**src/rtl/apsp_pkg.sv**
```systemverilog
`default_nettype none

package apsp_pkg;

    // Parser phase; codes above PH_FAIL are unused
    typedef enum logic [3:0] {
        PH_MAGIC_P,
        PH_MAGIC_3,
        PH_WIDTH,
        PH_HEIGHT,
        PH_MAXC,
        PH_RED,
        PH_GREEN,
        PH_BLUE,
        PH_DONE,
        PH_FAIL
    } phase_t;

    // Character codes
    localparam logic [7:0] CH_P     = 8'h50;
    localparam logic [7:0] CH_3     = 8'h33;
    localparam logic [7:0] CH_HASH  = 8'h23;
    localparam logic [7:0] CH_LF    = 8'h0A;
    localparam logic [7:0] CH_CR    = 8'h0D;
    localparam logic [7:0] CH_TAB   = 8'h09;
    localparam logic [7:0] CH_SPACE = 8'h20;
    localparam logic [7:0] CH_0     = 8'h30;
    localparam logic [7:0] CH_9     = 8'h39;

    localparam logic [7:0] ALPHA_OPAQUE = 8'hFF;

    // Result kinds
    localparam logic KIND_PIXEL  = 1'b0;
    localparam logic KIND_STATUS = 1'b1;

    localparam int S_TDATA_W = 8;
    localparam int M_TDATA_W = 88;

    typedef struct packed {
        logic        kind;
        logic [7:0]  red;
        logic [7:0]  green;
        logic [7:0]  blue;
        logic [7:0]  alpha;
        logic [15:0] image_width;
        logic [15:0] image_height;
        logic [15:0] max_colour;
        logic        success;
        logic        last_result;
    } result_t;

endpackage

`default_nettype wire

```
**src/rtl/ascii_ppm_stream_parser_unit.sv**
```systemverilog
`default_nettype none

// Channel  Dir  Width  Payload
// -------  ---  -----  ------------------------------------------------------
// s_axis   in   8+1    s_tdata = data_byte, s_tlast = end_of_file
// m_axis   out  88+2   m_tdata = colour / status fields, m_tuser = kind,
//                      m_tlast = last_result
//
// One byte is taken per cycle unless the held byte stalls. A byte waits
// in the input register and is parsed in a single pass into a two-entry
// result queue. The final byte of a file may give two results (pixel,
// then status); the queue holds both. A byte stalls when the queue,
// counted without a transaction leaving in the same cycle, lacks room for
// its results, so no path runs from m_tready to s_tready.
// Reset (rst_n low, asynchronous) returns the parser to waiting for 'P'.
// width*height is computed by a registered multiplier from the stored
// dimensions into prod_reg and settles there before any max colour number
// can end mid-file. Whether the image is empty is taken straight from the
// dimensions, as a one-digit max colour on the final byte may end in the
// very next cycle.
module ascii_ppm_stream_parser_unit #(
    parameter int VALUE_BITS = 16
) (
    input  wire logic                            clk,
    input  wire logic                            rst_n,
    // slave side
    input  wire logic                            s_tvalid,
    output logic                                 s_tready,
    input  wire logic [apsp_pkg::S_TDATA_W-1:0] s_tdata,   // [7:0] data_byte
    input  wire logic                            s_tlast,   // end_of_file
    // master side
    output logic                                 m_tvalid,
    input  wire logic                            m_tready,
    // [7:0] red, [15:8] green, [23:16] blue, [31:24] alpha,
    // [47:32] image_width, [63:48] image_height, [79:64] max_colour,
    // [80] success, [87:81] zero
    output logic [apsp_pkg::M_TDATA_W-1:0]      m_tdata,
    output logic                                 m_tuser,   // kind
    output logic                                 m_tlast    // last_result
);

    import apsp_pkg::*;

    localparam int EXT_W  = VALUE_BITS + 4;
    localparam int PROD_W = 2 * VALUE_BITS;

    // input register
    logic                  in_valid_reg, in_valid_next;
    logic [7:0]            in_byte_reg;
    logic                  in_eof_reg;

    // parser state
    phase_t                phase_reg, phase_next;
    logic                  in_comment_reg, in_comment_next;
    logic                  in_number_reg, in_number_next;
    logic [VALUE_BITS-1:0] acc_reg, acc_next;
    logic [VALUE_BITS-1:0] width_reg, width_next;
    logic [VALUE_BITS-1:0] height_reg, height_next;
    logic [VALUE_BITS-1:0] maxc_reg, maxc_next;
    logic [7:0]            red_reg, red_next;
    logic [7:0]            green_reg, green_next;
    logic [31:0]           rem_reg, rem_next;
    logic [31:0]           prod_reg, prod_next;

    // result queue
    result_t               slot0_reg, slot0_next;
    result_t               slot1_reg, slot1_next;
    logic [1:0]            count_reg, count_next;

    // decode
    logic                  is_digit, is_space, is_hash;
    logic [3:0]            digit_val;
    logic [EXT_W-1:0]      acc_ext, acc_sum;
    logic [VALUE_BITS-1:0] acc_digit;
    logic                  active, parse_body;
    logic                  path_comment, path_magic3, path_acc, path_sep;
    logic                  fin_take, fin_eof, fin_start, do_finish;
    logic [VALUE_BITS-1:0] fin_value;
    phase_t                fin_phase, sep_phase;
    logic                  sep_active, pixel_emit;

    // status snapshot (before the end-of-file reset)
    logic [VALUE_BITS-1:0] stat_width, stat_height, stat_maxc;
    logic                  stat_ok;

    logic [PROD_W-1:0]     prod_full;
    result_t               res0, res1;
    logic [1:0]            n_res;
    logic                  proc, s_accept, pop;
    logic [1:0]            base;

    assign s_accept = s_tvalid && s_tready;
    assign m_tvalid = (count_reg != 2'd0);
    assign pop      = m_tvalid && m_tready;

    assign n_res = 2'(pixel_emit) + 2'(in_eof_reg);
    assign proc  = in_valid_reg && ((3'(count_reg) + 3'(n_res)) <= 3'd2);
    assign s_tready = !in_valid_reg || proc;

    always_comb
    begin
        in_valid_next = in_valid_reg;
        if (s_accept)
        begin
            in_valid_next = 1'b1;
        end
        else if (proc)
        begin
            in_valid_next = 1'b0;
        end
    end

    // dimension product, saturated to 32 bits
    assign prod_full = PROD_W'(width_reg) * PROD_W'(height_reg);

    generate
        if (PROD_W > 32)
        begin : g_prod_sat
            assign prod_next = (|prod_full[PROD_W-1:32]) ? '1 : prod_full[31:0];
        end
        else
        begin : g_prod_fit
            assign prod_next = 32'(prod_full);
        end
    endgenerate

    // byte decode and path selection
    always_comb
    begin
        is_digit  = (in_byte_reg >= CH_0) && (in_byte_reg <= CH_9);
        is_space  = (in_byte_reg == CH_SPACE) || (in_byte_reg == CH_TAB)
                 || (in_byte_reg == CH_CR) || (in_byte_reg == CH_LF);
        is_hash   = (in_byte_reg == CH_HASH);
        digit_val = 4'(in_byte_reg - CH_0);

        // acc*10 + digit, saturating
        acc_ext   = EXT_W'(acc_reg);
        acc_sum   = (acc_ext << 3) + (acc_ext << 1) + EXT_W'(digit_val);
        acc_digit = (|acc_sum[EXT_W-1:VALUE_BITS]) ? '1 : acc_sum[VALUE_BITS-1:0];

        active       = (phase_reg != PH_DONE) && (phase_reg != PH_FAIL);
        path_comment = active && in_comment_reg;
        parse_body   = active && !in_comment_reg && (phase_reg != PH_MAGIC_3);
        path_magic3  = active && !in_comment_reg && (phase_reg == PH_MAGIC_3);
        path_acc     = parse_body && in_number_reg && is_digit;
        fin_take     = parse_body && in_number_reg && !is_digit;
        path_sep     = parse_body && !in_number_reg;
        fin_eof      = in_eof_reg && path_acc;
        // a number begun by the final byte is ended by it as well
        fin_start    = in_eof_reg && path_sep && is_digit && (phase_reg != PH_MAGIC_P);
        do_finish    = fin_take || fin_eof || fin_start;
        fin_value    = fin_take ? acc_reg : (fin_eof ? acc_digit : VALUE_BITS'(digit_val));

        unique case (phase_reg)
            PH_WIDTH:  fin_phase = PH_HEIGHT;
            PH_HEIGHT: fin_phase = PH_MAXC;
            PH_MAXC:   fin_phase = ((width_reg == '0) || (height_reg == '0)) ? PH_DONE : PH_RED;
            PH_RED:    fin_phase = PH_GREEN;
            PH_GREEN:  fin_phase = PH_BLUE;
            PH_BLUE:   fin_phase = (rem_reg <= 32'd1) ? PH_DONE : PH_RED;
            default:   fin_phase = phase_reg;
        endcase

        pixel_emit = do_finish && (phase_reg == PH_BLUE);
        sep_active = path_sep || (fin_take && (fin_phase != PH_DONE));
        sep_phase  = path_sep ? phase_reg : fin_phase;
    end

    // next state
    always_comb
    begin
        phase_next      = phase_reg;
        in_comment_next = in_comment_reg;
        in_number_next  = in_number_reg;
        acc_next        = acc_reg;
        width_next      = width_reg;
        height_next     = height_reg;
        maxc_next       = maxc_reg;
        red_next        = red_reg;
        green_next      = green_reg;
        rem_next        = rem_reg;

        if (path_comment && (in_byte_reg == CH_LF))
        begin
            in_comment_next = 1'b0;
        end

        if (path_magic3)
        begin
            if (in_byte_reg == CH_3)
            begin
                phase_next = PH_WIDTH;
            end
            else
            begin
                phase_next = PH_FAIL;
            end
        end

        if (path_acc)
        begin
            acc_next = acc_digit;
        end

        if (do_finish)
        begin
            in_number_next = 1'b0;
            phase_next     = fin_phase;
            unique case (phase_reg)
                PH_WIDTH:  width_next  = fin_value;
                PH_HEIGHT: height_next = fin_value;
                PH_MAXC:
                begin
                    maxc_next = fin_value;
                    rem_next  = prod_reg;
                end
                PH_RED:    red_next   = fin_value[7:0];
                PH_GREEN:  green_next = fin_value[7:0];
                PH_BLUE:   rem_next   = (rem_reg == 32'd0) ? 32'd0 : rem_reg - 32'd1;
                default:   ;
            endcase
        end

        // separator / token start
        if (sep_active)
        begin
            priority if (is_space)
            begin
                phase_next = sep_phase;
            end
            else if (is_hash)
            begin
                in_comment_next = 1'b1;
            end
            else if (sep_phase == PH_MAGIC_P)
            begin
                phase_next = (in_byte_reg == CH_P) ? PH_MAGIC_3 : PH_FAIL;
            end
            else if (is_digit)
            begin
                in_number_next = 1'b1;
                acc_next       = VALUE_BITS'(digit_val);
            end
            else
            begin
                phase_next = PH_FAIL;
            end
        end

        if (phase_next == PH_FAIL)
        begin
            in_number_next  = 1'b0;
            in_comment_next = 1'b0;
        end

        stat_width  = width_next;
        stat_height = height_next;
        stat_maxc   = maxc_next;
        stat_ok     = (phase_next == PH_DONE);

        // end of file: back to start
        if (in_eof_reg)
        begin
            phase_next      = PH_MAGIC_P;
            in_comment_next = 1'b0;
            in_number_next  = 1'b0;
            acc_next        = '0;
            width_next      = '0;
            height_next     = '0;
            maxc_next       = '0;
            red_next        = 8'd0;
            green_next      = 8'd0;
            rem_next        = 32'd0;
        end
    end

    // result build
    always_comb
    begin
        result_t pix;
        result_t stat;

        pix              = '0;
        pix.kind         = KIND_PIXEL;
        pix.red          = red_reg;
        pix.green        = green_reg;
        pix.blue         = fin_value[7:0];
        pix.alpha        = ALPHA_OPAQUE;
        pix.last_result  = !in_eof_reg;

        stat              = '0;
        stat.kind         = KIND_STATUS;
        stat.image_width  = 16'(stat_width);
        stat.image_height = 16'(stat_height);
        stat.max_colour   = 16'(stat_maxc);
        stat.success      = stat_ok;
        stat.last_result  = 1'b1;

        res0 = pixel_emit ? pix : stat;
        res1 = stat;
    end

    // result queue: pop from slot0, push at the first free slot
    always_comb
    begin
        base       = count_reg - 2'(pop);
        slot0_next = pop ? slot1_reg : slot0_reg;
        slot1_next = slot1_reg;
        count_next = base;
        if (proc)
        begin
            count_next = base + n_res;
        end
        // a byte with no result leaves the queued ones alone
        if (proc && (n_res != 2'd0))
        begin
            if (base == 2'd0)
            begin
                slot0_next = res0;
                slot1_next = res1;
            end
            else
            begin
                slot1_next = res0;
            end
        end
    end

    always_ff @(posedge clk or negedge rst_n)
    begin
        if (!rst_n)
        begin
            in_valid_reg   <= 1'b0;
            count_reg      <= 2'd0;
            phase_reg      <= PH_MAGIC_P;
            in_comment_reg <= 1'b0;
            in_number_reg  <= 1'b0;
            acc_reg        <= '0;
            width_reg      <= '0;
            height_reg     <= '0;
            maxc_reg       <= '0;
            red_reg        <= 8'd0;
            green_reg      <= 8'd0;
            rem_reg        <= 32'd0;
        end
        else
        begin
            in_valid_reg <= in_valid_next;
            count_reg    <= count_next;
            if (proc)
            begin
                phase_reg      <= phase_next;
                in_comment_reg <= in_comment_next;
                in_number_reg  <= in_number_next;
                acc_reg        <= acc_next;
                width_reg      <= width_next;
                height_reg     <= height_next;
                maxc_reg       <= maxc_next;
                red_reg        <= red_next;
                green_reg      <= green_next;
                rem_reg        <= rem_next;
            end
        end
    end

    // payload registers
    always_ff @(posedge clk)
    begin
        if (s_accept)
        begin
            in_byte_reg <= s_tdata;
            in_eof_reg  <= s_tlast;
        end
        slot0_reg <= slot0_next;
        slot1_reg <= slot1_next;
        prod_reg  <= prod_next;
    end

    assign m_tdata = {7'd0, slot0_reg.success, slot0_reg.max_colour,
                      slot0_reg.image_height, slot0_reg.image_width,
                      slot0_reg.alpha, slot0_reg.blue, slot0_reg.green,
                      slot0_reg.red};
    assign m_tuser = slot0_reg.kind;
    assign m_tlast = slot0_reg.last_result;

    // ---------------------------------------------------------------- checks

    a_count_bound: assert property (@(posedge clk) disable iff (!rst_n)
        count_reg != 2'd3)
        else $error("result queue overfilled");

    a_status_last: assert property (@(posedge clk) disable iff (!rst_n)
        (m_tvalid && (m_tuser == KIND_STATUS)) |-> m_tlast)
        else $error("status transaction without last flag");

    a_eof_restart: assert property (@(posedge clk) disable iff (!rst_n)
        (proc && in_eof_reg) |=> (phase_reg == PH_MAGIC_P) && !in_number_reg)
        else $error("parser not restarted after final byte");

    a_pixels_left: assert property (@(posedge clk) disable iff (!rst_n)
        ((phase_reg == PH_RED) || (phase_reg == PH_GREEN) || (phase_reg == PH_BLUE))
        |-> (rem_reg != 32'd0))
        else $error("pixel phase with no pixels remaining");

endmodule

`default_nettype wire

```
**config.mk**
```make
export PLATFORM = sky130hd
export DESIGN_NAME = ascii_ppm_stream_parser_unit
export DESIGN_NICKNAME = d
export VERILOG_FILES = /design/src/rtl/apsp_pkg.sv /design/src/rtl/ascii_ppm_stream_parser_unit.sv
export SDC_FILE = /design/constraint.sdc
export NUM_CORES = 1
export LEC_CHECK = 0
export ABC_AREA = 1
export BUFFER_PORTS_ARGS = -buffer_cell sky130_fd_sc_hd__buf_2
export CORE_MARGIN = 2
export CORE_UTILIZATION = 58
export CTS_CLUSTER_DIAMETER = 100
export CTS_CLUSTER_SIZE = 24
export DETAILED_ROUTE_END_ITERATION = 12
export PLACE_DENSITY = 0.81
export SKIP_LAST_GASP = 1
export SYNTH_ARGS = -nofsm -noshare
export SYNTH_HDL_FRONTEND = slang
export SYNTH_SLANG_ARGS = --single-unit
export TNS_END_PERCENT = 5
```
**constraint.sdc**
```tcl
create_clock -name clk -period 15.25 [get_ports clk]
set_clock_uncertainty 0.2 [all_clocks]
set_input_delay 2.2875 -clock clk [delete_from_list [all_inputs] [get_ports clk]]
set_output_delay 2.2875 -clock clk [all_outputs]
set_load 0.02 [all_outputs]
```
==> impl_metrics.json <==
{
  "via_count": 21293,
  "gp_congestion": 0.988,
  "post-cts-setup-buffer-count": 0,
  "final_core_util": 0.620,
  "synthTopCellsByCount": "1,074 x nand2_1, 486 x inv_1, 197 x fa_1, 191 x nor2_1, 185 x nand3_1",
  "synth_area_leaders": "nand2_1 16%, fa_1 16%, dfrtp_1 12%, edfxtp_1 10%, dfxtp_1 9.3%",
  "synthDistinctLibCells": 63,
  "synthCells": 3219,
  "final_nets": 3555,
  "grt_max_degree": 86,
  "max_freq_mhz": 151,
  "ys_warn_count": 0,
  "worst-path-max-fanout": 9,
  "antenna_found_initial": 2,
  "row_count": 75,
  "hpwl_um": 48800,
  "final_cells": 3755,
  "rsz0062_at_grt": "false",
  "cp.required_ns": 12.76,
  "drcViolationCount": 0,
  "die_y_um": 211,
  "ys_ff_latch": 321,
  "grt_pass1_wl_um": 109000,
  "yosysTopAreaCell": "nand2_1",
  "root_buffer": "clkbuf_16",
  "drt_wl_total_um": 66800,
  "leakage_nw": 14.3,
  "drv_slew": 0,
  "clkSinkCount": 321,
  "dp.cells": 3720,
  "synth_ff_type": "dfrtp_1",
  "status": "completed",
  "critPathLaunchType": "flip-flop",
  "holdBufCountCts": 0,
  "grt_use_total": 0.306,
  "cts_resized": 0,
  "fin_crit_ns": 6.60,
  "power.density_mw_per_mm2": 106,
  "yosysMostFrequentCell": "nand2_1",
  "dieArea_mm2": 0.0446,
  "core_mm2": 0.0421,
  "ant_nets": 0,
  "period_share": 0.433,
  "drtPass1Iterations": 9,
  "synth_edf_count": 85,
  "setup_violations": 0,
  "cp-end-kind": "output pin",
  "drv_cap": 0,
  "areaGrowthSynthToFinish_pct": 5.01,
  "syn_area_per_cell_um2": 7.73,
  "slew_headroom": 0.240,
  "htreeDepth": 1,
  "yosys.area.top_type_share": 0.162,
  "worstHoldPathType": "reg2reg",
  "numCtsBuffers": 19,
  "first_global_vias": 21195,
  "io_pins": 105,
  "path_class": "reg2out",
  "synthArstFlopShare": 0.377,
  "largest_reg_flops": 81,
  "ir_drop_v": 0.0000881,
  "die_w_um": 211,
  "ys_seq_area_frac": 0.317,
  "wl_per_cell_um": 17.8,
  "initial_utilization": 0.590,
  "grt.overflow.total": 0,
  "routed_via_density": 5.67,
  "worst_pin_slew_ns": 1.14,
  "clock_path_buffers": 3,
  "hold_viol": 0,
  "cts.reportedPaths.clkPinSlew_ns": 0.10,
  "clock_latency_ns": 0.57,
  "whs_ns": 0.280,
  "place.port_buffers": 97,
  "cts_tree": "built",
  "netlist_area_mm2": 0.0249,
  "setup_tns_ns": 0,
  "arrival_ns": 4.12,
  "drive_gt1_frac": 0.0784,
  "drtIter0Drc": 2150
}
[cells in the final DEF, fill, tap and decap left out, types with 11 or more instances in the layout]
| master | Yosys | layout |
|---|---|---|
| dfrtp_1 | 121 | 121 |
| xor2_1 | 43 | 43 |
| clkbuf_16 | 0 | 19 |
| inv_2 | 11 | 12 |
| a21oi_1 | 66 | 66 |
| o21ai_0 | 94 | 94 |
| nand3_1 | 185 | 185 |
| edfxtp_1 | 85 | 85 |
| o21ai_2 | 21 | 21 |
| inv_1 | 486 | 485 |
| nor2_1 | 191 | 189 |
| buf_4 | 8 | 12 |
| o21ai_1 | 28 | 28 |
| nor2_4 | 8 | 11 |
| or2_2 | 32 | 32 |
| nand4_1 | 15 | 15 |
| ha_1 | 143 | 143 |
| buf_2 | 35 | 96 |
| dfxtp_1 | 115 | 115 |
| a31oi_1 | 16 | 16 |
| o22ai_1 | 19 | 19 |
| fa_1 | 197 | 197 |
| xnor2_1 | 19 | 19 |
| nand2_1 | 1074 | 1072 |
[critical path, cell delays in order (launching register included)]
cell and delay [ns]:
dfrtp_1 0.55, inv_1 0.14, nand3_1 0.15, nand3_2 0.14
nor2_2 0.16, o21ai_2 0.09, nand2_4 0.16, inv_4 0.08
nor2_4 0.22, inv_2 0.11, ha_1 0.33, ha_1 0.20
inv_1 0.07, fa_1 0.41, o21ai_0 0.43, nand2_1 0.13
buf_2 0.19
[where the power goes]
part,internal [W],switching [W]
Clock,0.000262,0.000318
Sequential,0.00109,0.000107
Combinational,0.000266,0.000715
Total,0.00162,0.00114
[cell type report]
cell class | instances | area, um2
antenna | 1 | 2.50
sequential | 321 | 7880
clock buffer | 27 | 505
tap | 539 | 674
multi-input combinational | 2252 | 14500
inverter | 500 | 1880
clock inverter | 7 | 115
timing repair buffer | 108 | 571
fill | 3614 | 16000
[per-stage QoR]
stage | instance area (um2) | setup WS (ns) | power, W
final | 26100 | 8.65 | 0.00276
after global routing | 26100 | 8.43 | 0.00291
after CTS | 26100 | 8.63 | 0.00275
after detailed placement | 25500 | 9.01 | 0.00218
after global placement | 25500 | 9.14 | 0.00215
after floorplan | 24900 | 7.65 | 0.00185
[logic make-up (layout without fill, tap and decap cells)]
family | Yosys count | after routing | synth area share
buffers and inverters | 652 | 642 | 0.103
other | 1 | 8 | 0.000151
AO/OA/AOI/OAI | 290 | 290 | 0.0699
AND/OR/NAND/NOR | 1553 | 1553 | 0.258
adder cells (fa/ha/maj) | 340 | 340 | 0.231
flip-flops | 321 | 321 | 0.317
XOR/XNOR | 62 | 62 | 0.0218
[worst paths after layout]
check                      slack, ns  cells after the start                      from                        end
setup / recovery                8.65                     16  phase_reg[1]$_DFFE_PN0P_                   s_tready
hold / removal                  0.28                      2   maxc_reg[7]$_DFFE_PN0P_    maxc_reg[7]$_DFFE_PN0P_
setup reg to reg                8.84                     24  width_reg[7]$_DFFE_PN0P_       prod_reg[31]$_DFF_P_
hold reg to reg                 0.28                      2   maxc_reg[7]$_DFFE_PN0P_    maxc_reg[7]$_DFFE_PN0P_
max in group asynchronous      11.74                      2                     rst_n  height_reg[5]$_DFFE_PN0P_
min in group asynchronous       1.58                      1                     rst_n    rem_reg[26]$_DFFE_PN0P_
[per-layer routing]
layer	track usage	wire length, um
met5	0	0
met4	0.121	2790
met3	0.0488	6050
met2	0.495	31100
met1	0.416	26900
(Power assumes the default switching activity.)
